`src/assert_macros.svh`:
```
// Assertion macros used by the parser core.
`ifndef ASSERT_MACROS_SVH
`define ASSERT_MACROS_SVH

`ifndef SYNTHESIS

`define LFFP_ASSERT(lbl, clk, rst_n, prop, msg) \
    lbl: assert property (@(posedge clk) disable iff (!rst_n) prop) else $error(msg);

`define LFFP_NEVER(lbl, clk, rst_n, expr, msg) \
    lbl: assert property (@(posedge clk) disable iff (!rst_n) !(expr)) else $error(msg);

`else

`define LFFP_ASSERT(lbl, clk, rst_n, prop, msg)

`define LFFP_NEVER(lbl, clk, rst_n, expr, msg)

`endif

`endif

```
`src/lffp_pkg.sv`:
```
// Types and constants of the laser frame file parser.
package lffp_pkg;

    localparam int unsigned POS_W = 5;

    // Header byte offsets that carry data, and the last header offset.
    localparam logic [POS_W-1:0] HDR_FORMAT   = 5'd7;
    localparam logic [POS_W-1:0] HDR_COUNT_HI = 5'd24;
    localparam logic [POS_W-1:0] HDR_COUNT_LO = 5'd25;
    localparam logic [POS_W-1:0] HDR_FRAME_HI = 5'd26;
    localparam logic [POS_W-1:0] HDR_FRAME_LO = 5'd27;
    localparam logic [POS_W-1:0] HDR_HEAD     = 5'd30;
    localparam logic [POS_W-1:0] HDR_LAST     = 5'd31;

    // Offset of the status byte in a point record, and the largest record offset.
    localparam logic [POS_W-1:0] STATUS_POS_3D = 5'd6;
    localparam logic [POS_W-1:0] STATUS_POS_2D = 5'd4;
    localparam logic [POS_W-1:0] MAX_REC_POS   = 5'd9;

    // Format codes with a layout of their own; every other code is 2D true color.
    localparam logic [7:0] FMT_3D_INDEXED = 8'd0;
    localparam logic [7:0] FMT_2D_INDEXED = 8'd1;
    localparam logic [7:0] FMT_3D_TRUE    = 8'd4;

    typedef struct packed {
        logic              valid;
        logic [7:0]        data;
    } byte_stage_t;

    typedef struct packed {
        logic signed [15:0] x;
        logic signed [15:0] y;
        logic signed [15:0] z;
        logic [7:0]         point_status;
        logic [7:0]         color_index;
        logic [7:0]         red;
        logic [7:0]         green;
        logic [7:0]         blue;
        logic signed [15:0] frame_number;
        logic [7:0]         scanner_head;
        logic [7:0]         format_code;
        logic               last_in_frame;
    } point_t;

endpackage

```
`src/lffp_byte_if.sv`:
```
// Byte request channel into the parser.
interface lffp_byte_if;
    logic       valid;
    logic       ready;
    logic [7:0] file_byte;

    modport source (output valid, output file_byte, input ready);
    modport sink (input valid, input file_byte, output ready);
endinterface

```
`src/lffp_point_if.sv`:
```
// Point request channel out of the parser.
interface lffp_point_if;
    logic               valid;
    logic               ready;
    logic signed [15:0] x;
    logic signed [15:0] y;
    logic signed [15:0] z;
    logic [7:0]         point_status;
    logic [7:0]         color_index;
    logic [7:0]         red;
    logic [7:0]         green;
    logic [7:0]         blue;
    logic signed [15:0] frame_number;
    logic [7:0]         scanner_head;
    logic [7:0]         format_code;
    logic               last_in_frame;

    modport source (
        output valid, input ready,
        output x, output y, output z, output point_status, output color_index,
        output red, output green, output blue, output frame_number,
        output scanner_head, output format_code, output last_in_frame
    );
    modport sink (
        input valid, output ready,
        input x, input y, input z, input point_status, input color_index,
        input red, input green, input blue, input frame_number,
        input scanner_head, input format_code, input last_in_frame
    );
endinterface

```
`src/lffp_in_reg.sv`:
```
// Input register that holds one file byte until the parser takes it.
module lffp_in_reg (
    input  logic                 clk,
    input  logic                 rst_n,
    lffp_byte_if.sink            bytes,
    input  logic                 advance,
    output lffp_pkg::byte_stage_t stage
);
    import lffp_pkg::*;

    logic       valid_reg;
    logic       valid_next;
    logic [7:0] data_reg;
    logic [7:0] data_next;

    assign bytes.ready = !valid_reg || advance;

    always_comb
    begin
        valid_next = valid_reg;
        data_next  = data_reg;
        if (bytes.ready)
        begin
            valid_next = bytes.valid;
            if (bytes.valid)
            begin
                data_next = bytes.file_byte;
            end
        end
    end

    always_ff @(posedge clk or negedge rst_n)
    begin
        if (!rst_n)
        begin
            valid_reg <= 1'b0;
        end
        else
        begin
            valid_reg <= valid_next;
        end
    end

    always_ff @(posedge clk)
    begin
        data_reg <= data_next;
    end

    assign stage.valid = valid_reg;
    assign stage.data  = data_reg;
endmodule

```
`src/lffp_core.sv`:
```
// Parser state and the per-byte header and point record decode.
`include "assert_macros.svh"

module lffp_core (
    input  logic             clk,
    input  logic             rst_n,
    input  logic             take,
    input  logic [7:0]       file_byte,
    output logic             emit,
    output lffp_pkg::point_t point
);
    import lffp_pkg::*;

    logic             in_points_reg, in_points_next;
    logic [POS_W-1:0] pos_reg, pos_next;
    logic [7:0]       format_reg, format_next;
    logic [15:0]      remaining_reg, remaining_next;
    logic [15:0]      frame_num_reg, frame_num_next;
    logic [7:0]       head_reg, head_next;
    logic [7:0]       pend_reg, pend_next;
    logic [15:0]      x_reg, x_next;
    logic [15:0]      y_reg, y_next;
    logic [15:0]      z_reg, z_next;
    logic [7:0]       status_reg, status_next;
    logic [7:0]       blue_reg, blue_next;

    logic             is3d;
    logic             indexed;
    logic [POS_W-1:0] status_pos;
    logic [15:0]      word;
    logic [15:0]      remaining_dec;
    logic             done;
    logic [7:0]       cidx;
    logic [7:0]       red;
    logic             count_pos;
    logic             rec_pos_ok;
    logic             last_emit;
    logic             enter_points;

    assign is3d       = (format_reg == FMT_3D_INDEXED) || (format_reg == FMT_3D_TRUE);
    assign indexed    = (format_reg == FMT_3D_INDEXED) || (format_reg == FMT_2D_INDEXED);
    assign status_pos = is3d ? STATUS_POS_3D : STATUS_POS_2D;
    assign word       = {pend_reg, file_byte};
    assign remaining_dec = remaining_reg - 16'd1;
    assign count_pos  = (remaining_reg != 16'd0) && !remaining_reg[15];

    always_comb
    begin
        in_points_next = in_points_reg;
        pos_next       = pos_reg;
        format_next    = format_reg;
        remaining_next = remaining_reg;
        frame_num_next = frame_num_reg;
        head_next      = head_reg;
        pend_next      = pend_reg;
        x_next         = x_reg;
        y_next         = y_reg;
        z_next         = z_reg;
        status_next    = status_reg;
        blue_next      = blue_reg;
        done           = 1'b0;
        cidx           = 8'd0;
        red            = 8'd0;

        if (!in_points_reg)
        begin
            unique case (pos_reg)
                HDR_FORMAT:   format_next    = file_byte;
                HDR_COUNT_HI: pend_next      = file_byte;
                HDR_COUNT_LO: remaining_next = word;
                HDR_FRAME_HI: pend_next      = file_byte;
                HDR_FRAME_LO: frame_num_next = word;
                HDR_HEAD:     head_next      = file_byte;
                default:      ;
            endcase
            if (pos_reg == HDR_LAST)
            begin
                pos_next = '0;
                // The count is complete by now; zero or negative means no points.
                in_points_next = count_pos;
            end
            else
            begin
                pos_next = pos_reg + 5'd1;
            end
        end
        else
        begin
            priority if (pos_reg < status_pos)
            begin
                if (!pos_reg[0])
                begin
                    pend_next = file_byte;
                end
                else
                begin
                    unique case (pos_reg[2:1])
                        2'd0:    x_next = word;
                        2'd1:    y_next = word;
                        default: z_next = word;
                    endcase
                end
            end
            else if (pos_reg == status_pos)
            begin
                status_next = file_byte;
                if (!is3d)
                begin
                    z_next = 16'd0;
                end
            end
            else if (indexed)
            begin
                cidx = file_byte;
                done = 1'b1;
            end
            else if (pos_reg == status_pos + 5'd1)
            begin
                blue_next = file_byte;
            end
            else if (pos_reg == status_pos + 5'd2)
            begin
                // The green byte waits in the word buffer until red arrives.
                pend_next = file_byte;
            end
            else
            begin
                red  = file_byte;
                done = 1'b1;
            end

            if (done)
            begin
                pos_next       = '0;
                remaining_next = remaining_dec;
                if (remaining_dec == 16'd0)
                begin
                    in_points_next = 1'b0;
                end
            end
            else
            begin
                pos_next = pos_reg + 5'd1;
            end
        end
    end

    always_comb
    begin
        emit                = take && done;
        point.x             = x_reg;
        point.y             = y_reg;
        point.z             = is3d ? z_reg : 16'd0;
        point.point_status  = status_reg;
        point.color_index   = cidx;
        point.red           = red;
        point.green         = indexed ? 8'd0 : pend_reg;
        point.blue          = indexed ? 8'd0 : blue_reg;
        point.frame_number  = frame_num_reg;
        point.scanner_head  = head_reg;
        point.format_code   = format_reg;
        point.last_in_frame = (remaining_dec == 16'd0);
    end

    always_ff @(posedge clk or negedge rst_n)
    begin
        if (!rst_n)
        begin
            in_points_reg <= 1'b0;
            pos_reg       <= '0;
            format_reg    <= 8'd0;
            remaining_reg <= 16'd0;
            frame_num_reg <= 16'd0;
            head_reg      <= 8'd0;
            pend_reg      <= 8'd0;
            x_reg         <= 16'd0;
            y_reg         <= 16'd0;
            z_reg         <= 16'd0;
            status_reg    <= 8'd0;
            blue_reg      <= 8'd0;
        end
        else if (take)
        begin
            in_points_reg <= in_points_next;
            pos_reg       <= pos_next;
            format_reg    <= format_next;
            remaining_reg <= remaining_next;
            frame_num_reg <= frame_num_next;
            head_reg      <= head_next;
            pend_reg      <= pend_next;
            x_reg         <= x_next;
            y_reg         <= y_next;
            z_reg         <= z_next;
            status_reg    <= status_next;
            blue_reg      <= blue_next;
        end
    end

    assign rec_pos_ok   = (pos_reg <= MAX_REC_POS);
    assign last_emit    = emit && point.last_in_frame;
    assign enter_points = take && !in_points_reg && (pos_reg == HDR_LAST) && count_pos;

    `LFFP_ASSERT(a_pos_range, clk, rst_n, in_points_reg |-> rec_pos_ok, "position out of range")
    `LFFP_ASSERT(a_last_exit, clk, rst_n, last_emit |=> !in_points_reg, "points after last")
    `LFFP_ASSERT(a_enter, clk, rst_n, enter_points |=> in_points_reg, "no points after count")
    `LFFP_NEVER(a_emit_in_header, clk, rst_n, emit && !in_points_reg, "point emitted in header")
endmodule

```
`src/lffp_out_reg.sv`:
```
// Result register that presents one parsed point until it is taken.
module lffp_out_reg (
    input  logic             clk,
    input  logic             rst_n,
    input  logic             load,
    input  lffp_pkg::point_t point,
    output logic             open,
    lffp_point_if.source     points
);
    import lffp_pkg::*;

    logic   valid_reg;
    logic   valid_next;
    point_t point_reg;

    assign open = !valid_reg || points.ready;

    always_comb
    begin
        valid_next = valid_reg;
        if (load)
        begin
            valid_next = 1'b1;
        end
        else if (points.ready)
        begin
            valid_next = 1'b0;
        end
    end

    always_ff @(posedge clk or negedge rst_n)
    begin
        if (!rst_n)
        begin
            valid_reg <= 1'b0;
        end
        else
        begin
            valid_reg <= valid_next;
        end
    end

    always_ff @(posedge clk)
    begin
        if (load)
        begin
            point_reg <= point;
        end
    end

    assign points.valid         = valid_reg;
    assign points.x             = point_reg.x;
    assign points.y             = point_reg.y;
    assign points.z             = point_reg.z;
    assign points.point_status  = point_reg.point_status;
    assign points.color_index   = point_reg.color_index;
    assign points.red           = point_reg.red;
    assign points.green         = point_reg.green;
    assign points.blue          = point_reg.blue;
    assign points.frame_number  = point_reg.frame_number;
    assign points.scanner_head  = point_reg.scanner_head;
    assign points.format_code   = point_reg.format_code;
    assign points.last_in_frame = point_reg.last_in_frame;
endmodule

```
`src/laser_frame_file_parser.sv`:
```
// Top level of the laser frame file parser.
// Takes a laser frame file one byte per request and returns one request per
// complete point record, with the header's frame number, scanner head and
// format code attached and the frame's final point flagged. Each byte passes
// an input register, a combinational decode and a result register, so the
// block accepts a byte in every clock cycle while the result side keeps up; a
// point is loaded into the result register when the last byte of its record
// is decoded out of the input register. While a point waits untaken in the
// result register, at most one more byte is accepted and then the input
// stalls. Headers, including those with a zero or negative point count,
// produce no requests.
module laser_frame_file_parser (
    input  logic          clk,
    input  logic          rst_n,
    lffp_byte_if.sink     bytes,
    lffp_point_if.source  points
);
    import lffp_pkg::*;

    byte_stage_t stage;
    point_t      point;
    logic        advance;
    logic        emit;
    logic        out_open;

    assign advance = stage.valid && out_open;

    lffp_in_reg u_in (
        .clk     (clk),
        .rst_n   (rst_n),
        .bytes   (bytes),
        .advance (advance),
        .stage   (stage)
    );

    lffp_core u_core (
        .clk       (clk),
        .rst_n     (rst_n),
        .take      (advance),
        .file_byte (stage.data),
        .emit      (emit),
        .point     (point)
    );

    lffp_out_reg u_out (
        .clk    (clk),
        .rst_n  (rst_n),
        .load   (emit),
        .point  (point),
        .open   (out_open),
        .points (points)
    );
endmodule
```
`src/flat_wrapper.sv`:
```
// flat-port wrapper written by rule: the top's interface ports become plain ports
module laser_frame_file_parser_flat import lffp_pkg::*;
  (clk, rst_n, bytes_valid, bytes_file_byte, bytes_ready, points_valid, points_ready, points_x, points_y, points_z, points_point_status, points_color_index, points_red, points_green, points_blue, points_frame_number, points_scanner_head, points_format_code, points_last_in_frame);
  lffp_byte_if bytes_i ();
  lffp_point_if points_i ();
  input  logic clk;
  input  logic rst_n;
  input wire logic [$bits(bytes_i.valid)-1:0] bytes_valid;
  input wire logic [$bits(bytes_i.file_byte)-1:0] bytes_file_byte;
  output wire logic [$bits(bytes_i.ready)-1:0] bytes_ready;
  output wire logic [$bits(points_i.valid)-1:0] points_valid;
  input wire logic [$bits(points_i.ready)-1:0] points_ready;
  output wire logic [$bits(points_i.x)-1:0] points_x;
  output wire logic [$bits(points_i.y)-1:0] points_y;
  output wire logic [$bits(points_i.z)-1:0] points_z;
  output wire logic [$bits(points_i.point_status)-1:0] points_point_status;
  output wire logic [$bits(points_i.color_index)-1:0] points_color_index;
  output wire logic [$bits(points_i.red)-1:0] points_red;
  output wire logic [$bits(points_i.green)-1:0] points_green;
  output wire logic [$bits(points_i.blue)-1:0] points_blue;
  output wire logic [$bits(points_i.frame_number)-1:0] points_frame_number;
  output wire logic [$bits(points_i.scanner_head)-1:0] points_scanner_head;
  output wire logic [$bits(points_i.format_code)-1:0] points_format_code;
  output wire logic [$bits(points_i.last_in_frame)-1:0] points_last_in_frame;
  assign bytes_i.valid = bytes_valid;
  assign bytes_i.file_byte = bytes_file_byte;
  assign bytes_ready = bytes_i.ready;
  assign points_valid = points_i.valid;
  assign points_i.ready = points_ready;
  assign points_x = points_i.x;
  assign points_y = points_i.y;
  assign points_z = points_i.z;
  assign points_point_status = points_i.point_status;
  assign points_color_index = points_i.color_index;
  assign points_red = points_i.red;
  assign points_green = points_i.green;
  assign points_blue = points_i.blue;
  assign points_frame_number = points_i.frame_number;
  assign points_scanner_head = points_i.scanner_head;
  assign points_format_code = points_i.format_code;
  assign points_last_in_frame = points_i.last_in_frame;
  laser_frame_file_parser u_core (.clk(clk), .rst_n(rst_n), .bytes(bytes_i), .points(points_i));
endmodule
```
`config.mk`:
```
export PLATFORM = sky130hd
export DESIGN_NAME = laser_frame_file_parser_flat
export DESIGN_NICKNAME = d
export VERILOG_FILES = /design/src/lffp_pkg.sv /design/src/lffp_byte_if.sv /design/src/lffp_point_if.sv /design/src/lffp_in_reg.sv /design/src/lffp_core.sv /design/src/lffp_out_reg.sv /design/src/laser_frame_file_parser.sv /design/src/flat_wrapper.sv
export VERILOG_INCLUDE_DIRS = /design/src /design/src/src
export SDC_FILE = /design/constraint.sdc
export NUM_CORES = 1
export LEC_CHECK = 0
export BUFFER_PORTS_ARGS = -buffer_cell sky130_fd_sc_hd__buf_2
export CORE_ASPECT_RATIO = 0.7
export CORE_MARGIN = 1.5
export CORE_UTILIZATION = 40
export DETAILED_ROUTE_END_ITERATION = 8
export SETUP_SLACK_MARGIN = 0.15
export SYNTH_ARGS = -nofsm -noshare
export SYNTH_HDL_FRONTEND = slang
export SYNTH_SLANG_ARGS = --single-unit
```
`constraint.sdc`:
```
create_clock -name clk -period 4.85 [get_ports clk]
set_clock_uncertainty 0.15 [all_clocks]
set_input_delay 0.97 -clock clk [delete_from_list [all_inputs] [get_ports clk]]
set_output_delay 0.97 -clock clk [all_outputs]
set_load 0.01 [all_outputs]
```
Word-level counts from Yosys, hierarchy flattened
Cells that the tools add are included.
{ "op_classes": {"mux": 33, "n_addsub": 4, "n_eq_ne": 21, "reduce_logical": 33, "order_cmp": 1, "bitwise_logic": 4} }
{ "op_table": {"columns": ["op", "n"], "rows": [
  ["16-bit two-way mux", 8],
  ["8-bit two-way mux", 8],
  ["5-bit == test, second input constant", 6],
  ["16-bit zero test", 1],
  ["16-bit nonzero test", 1],
  ["16-bit by 1-bit subtractor with 16-bit output, second input constant", 1],
  ["5-bit two-way mux", 3],
  ["5-bit AND reduction", 3],
  ["1-bit two-way mux", 13],
  ["3-bit AND reduction", 4],
  ["5-bit by 4-bit == test with 1-bit output", 2],
  ["3-bit != test, second input constant", 3],
  ["8-bit by 1-bit == test with 1-bit output, second input constant", 1],
  ["8-bit by 3-bit == test with 1-bit output, second input constant", 1],
  ["8-bit zero test", 1],
  ["2-bit nonzero test", 4],
  ["7-bit AND reduction", 1],
  ["6-bit AND reduction", 1],
  ["6-bit OR reduction", 1],
  ["5-bit by 1-bit adder with 5-bit output, second input constant", 1],
  ["5-bit by 3-bit == test with 1-bit output", 1],
  ["5-bit by 3-bit == test with 1-bit output, second input constant", 1],
  ["5-bit by 3-bit < comparator with 1-bit output", 1],
  ["3-bit by 1-bit adder with 4-bit output, second input constant", 1],
  ["16 further kinds", 28]
]} }
{ "totals": {"reg_bits": 257, "word_cells": 123, "inputBits": 12, "out_inout_bits": 123} }

Logic depth before layout (Yosys ltp)
{ "logic_depth": {"depth_word": 14, "mapped_depth": 10} }

By module
Synthesis repeated with hierarchy kept, for this count alone.
{ "hier_totals": {"hier_cells": 658, "hier_area_um2": 10191.0} }
{ "by_module_without_submodules": {"columns": ["module", "area_per_inst_um2", "instances", "cells_each"], "rows": [
  ["lffp_core", 6202.2, 1, 520],
  ["lffp_out_reg", 3681.0, 1, 124],
  ["lffp_in_reg", 301.5, 1, 13],
  ["laser_frame_file_parser", 6.3, 1, 1]
]} }

Worst setup path after synthesis
OpenSTA, ideal clock, no wires.
{ "synth_path": {"kind": "register to register", "start": "register u_core.u_core.format_reg[5]", "end": "register u_core.u_out.point_reg, in the netlist u_core.u_out.points.blue[0] (enable)", "t_required_ns": 4.225, "setup_time_ns": 0.475, "path_stages_with_launch": 10, "path_slack_ns": -0.520, "arrival_ns": 4.745, "n_path_buf": 0, "synth_period_minus_slack_ns": 5.370, "path_cell_list": "dfrtp_1 > nor4_4 > and2_1 > ha_1 > nand2b_1 > o21a_1 > a2111oi_4 > or2_2 > nand2_1 > inv_1"} }
{ "synth_between": {"elab_chain_len": 13} }
{ "synth_lines": {"columns": ["element", "line", "rtl"], "rows": [
  ["start, declared", "lffp_core.sv:16", "logic [7:0] format_reg, format_next;"],
  ["start signal, assigned", "lffp_core.sv:186", "format_reg <= format_next;"],
  ["8-bit by 3-bit == test with 1-bit output / 8-bit zero test (equally long branches)", "lffp_core.sv:40, lffp_core.sv:41", null],
  ["1-bit logical OR", "lffp_core.sv:40", "assign is3d = (format_reg == FMT_3D_INDEXED) || (format_reg == FMT_3D_TRUE);"],
  ["2-bit two-way mux", "lffp_core.sv:42", "assign status_pos = is3d ? STATUS_POS_3D : STATUS_POS_2D;"],
  ["3-bit by 2-bit adder with 4-bit output", "lffp_core.sv:121", "else if (pos_reg == status_pos + 5'd2)"],
  ["5-bit by 4-bit == test with 1-bit output", "lffp_core.sv:121", null],
  ["1-bit two-way mux", "lffp_core.sv:121", null],
  ["1-bit two-way mux", "lffp_core.sv:117", "else if (pos_reg == status_pos + 5'd1)"],
  ["1-bit two-way mux", "lffp_core.sv:112", "else if (indexed)"],
  ["1-bit two-way mux", "lffp_core.sv:104", "else if (pos_reg == status_pos)"],
  ["1-bit two-way mux (*)", "lffp_core.sv:89", "priority if (pos_reg < status_pos)"],
  ["1-bit two-way mux (*) (2 in series)", "lffp_core.sv:65", "if (!in_points_reg)"],
  ["1-bit logical AND (*)", "lffp_core.sv:150", "emit = take && done;"],
  ["via u_core.emit", "laser_frame_file_parser.sv:23", "logic emit;"],
  ["end signal, assigned", "lffp_out_reg.sv:47", "point_reg <= point;"],
  ["end, declared", "lffp_out_reg.sv:14", "point_t point_reg;"]
]} }
The timed path passes the listed nets; every way through them passes the cells marked *. The select of a mux whose other input is x is not followed.
A chain may end at the register's enable or synchronous reset.

Final worst setup path
{ "layout_path": {"start": "register u_core.u_core.format_reg[5]", "end": "register u_core.u_out.point_reg, in the netlist u_core.u_out.points.blue[6] (enable)"} }
The elaborated chain is that of the path after synthesis.

==> impl_metrics.yaml <==
synthesis:
  ys_top_cells_by_area: "edfxtp_1 (38%), dfrtp_1 (32%), mux2_2 (9.6%), and2_1 (1.7%), and3_1 (1.7%)"
  synth_flop_cell: "edfxtp_1"
  syn_area_um2: 10100
  synth_seq_cells: 257
  async_reset_ff_share_pct: 49.8
  synth_nets: 682
  synth_cell_types: 64
  postSynthAreaPerCell_um2: 15.2
  yosysTopAreaCell: "edfxtp_1"
  netlist.area_leader.share_pct: 38.5
  yosys_warnings: 0
  ys_seq_area_share_pct: 70.3
  synth_edf_count: 129
  synthCells: 661
place:
  hpwl_um: 15200
  dpl-instance-area_um2: 11100
  gp_congestion: 0.880
  portBuffers: 134
cts:
  clk_latency_ns: 0.53
  holdBufCountCts: 0
  cts_made_buffers: 27
  postCtsResizedCells: 0
  clk_pin_slew_ns: 0.06
  post_cts_buffers: 0
  cts_max_path_buffers: 3
  root_buffer: "clkbuf_16"
  cts-htree-levels: 1
  cts_tree: "yes"
  clkSinkCount: 257
setup_path:
  critical_path_arrival_ns: 4.31
  r2r-end: "u_core.u_out.points.blue[6]"
  worstSetupPathType: "reg -> reg"
  slowest_delay_ns: 0.52
  slowest_stage: "clkinvlp_4"
  path_cells: "nor4_4, buf_4, and2_1, ha_1, nand2b_1, a211oi_2, a2111oi_4, buf_4, or2_2, nand2_1, clkinvlp_4, buf_4"
  start_kind: "register"
  crit_top_cell: "buf_4"
  worst-r2r-cell-count: 12
  required_ns: 4.95
  crit_path_max_fanout: 26
  end_kind: "register"
  reg2reg_from: "u_core.u_core.format_reg[5]"
  rrSetupSlack_ns: 0.64
cells_and_area:
  n_fill_cell: 2133
  layout_commonest_cell: "buf_2"
  final_cell_area_um2: 12000
  mostFrequentLayoutCells: "buf_2 (133), edfxtp_1 (129), dfrtp_1 (128)"
  diodes: 0
  post-route-util_pct: 48.6
  layout.nets: 821
  layout-drive-gt1-share_pct: 35.1
  area_growth_pct: 19.2
floorplanning:
  ioPinCount: 135
  die_h_um: 136
  coreArea_um2: 24700
  die_w_um: 193
  dieArea_um2: 26100
  num_rows: 48
  start_util_pct: 40.8
drt:
  vias: 6058
  viasPerCell: 5.29
  drcViolationCount: 0
  drt_iter0_drc: 554
  finalWirelength_um: 22900
  ant_nets: 0
  avgRoutedWirePerCell_um: 20.0
  dr.pass1.iters: 6
flow_run:
  cap_violations: 0
sta:
  hold_viol: 0
  setup-violations-final: 0
  rsz0062_at_grt: "false"
  holdWs_ns: 0.288
  fin_setup_tns_ns: 0
  fmax_ghz: 0.238
  finalCritPeriodShare_pct: 86.8
  drv_slew: 0
  min_period_ns: 4.21
  tightest_slew_ns: 1.01
  slew_headroom_pct: 32.5
grt:
  grtUsageTotal_pct: 17.6
  antenna_found_initial: 0
  grt_max_degree: 76
  grt_overflow_total: 0
  grt_pass1_wl_um: 34700
  grt_pass1_vias: 5607
hold_path:
  holdPathStages: 0
  hold_path_class: "reg -> reg"
  holdPathEnd: "u_core.u_out.points.y[15]"
  min_from: "u_core.u_core.y_reg[15]"
power:
  p_total_mw: 6.34
  p_leak_nw: 5.40
  max-vdd-ir-drop_uv: 323
  power_density_nw_per_um2: 529
run_status:
  status: "completed"
[logic make-up after synthesis]
family	synth area share, %
buffers and inverters	2.15
AO/OA/AOI/OAI	6.80
flip-flops	70.3
multiplexers	9.72
adder cells (fa/ha/maj)	1.12
XOR/XNOR	0.0870
AND/OR/NAND/NOR	9.80
[synth_stat cells (all sizes together), types with 2 or more instances]
cell and n:
o2111ai 3, nand3b 2, dfrtp 128, a221o 2, a41oi 2, or4 4
a221oi 4, a21oi 5, a31oi 2, nor4 12, and2 28, buf 13
o21a 2, edfxtp 129, o22ai 7, a211o 4, a22o 17, a211oi 2
nor3 12, o21ai 21, inv 13, or3 5, nand3 11, and3 27
ha 9, nand2 28, nand2b 4, nor4b 3, clkbuf 25, nor2 24
a21o 2, mux2 86, nand4 5
[metrics by stage]
stage,worst slack (ns),cells
floorplan,0.171,661
global placement,0.737,1096
detailed placement,0.637,1096
CTS,0.614,1145
global route,0.339,1145
finish,0.641,1145
[report_power, final]
group / internal (mW) / total (mW) / switching (mW)
Sequential: 2.70 / 3.08 / 0.385
Clock: 1.21 / 2.03 / 0.815
Combinational: 0.498 / 1.23 / 0.733
Total: 4.41 / 6.34 / 1.93
[per-layer routing]
layer  wire [µm]  track usage [%]  vias up
met1       12000             30.0     3080
met5           0                0        -
met2        9230             23.0      207
li1            -                -     2752
met3        1370             3.32       19
met4         256             2.89        0
[worst max-delay path, delay by kind of cell, from the launching register on]
| kind | cells | cell delay, ns |
|---|---|---|
| AO/OA/AOI/OAI | 2 | 0.39 |
| adder cells (fa/ha/maj) | 1 | 0.32 |
| flip-flops | 1 | 0.42 |
| buffers and inverters | 4 | 1.42 |
| AND/OR/NAND/NOR | 5 | 1.21 |
[final cells by class]
cell class / instances / area, µm² / share of cell area, %
well taps: 325 / 407 / 3.39
flip-flops and latches: 257 / 7080 / 59.0
clock inverters: 8 / 97.6 / 0.814
clock buffers: 41 / 778 / 6.49
repair buffers: 148 / 795 / 6.63
multi-input cells: 352 / 2780 / 23.2
inverters: 14 / 56.3 / 0.470
[worst max-delay path by stage]
stage | slack [ns] | start | endpoint | cells past startpoint
2_1_floorplan | 0.17 | u_core.u_core.format_reg[5] | u_core.u_out.points.blue[0] | 9
3_3_place_gp | 0.74 | u_core.u_core.format_reg[5] | u_core.u_out.points.frame_number[11] | 12
3_5_place_dp | 0.64 | u_core.u_core.format_reg[5] | u_core.u_out.points.frame_number[12] | 12
4_1_cts | 0.61 | u_core.u_core.format_reg[5] | u_core.u_out.points.green[3] | 12
5_1_grt | 0.34 | u_core.u_core.format_reg[5] | u_core.u_out.points.green[3] | 12
6_report | 0.64 | u_core.u_core.format_reg[5] | u_core.u_out.points.blue[6] | 12
(Power assumes the default switching activity.)
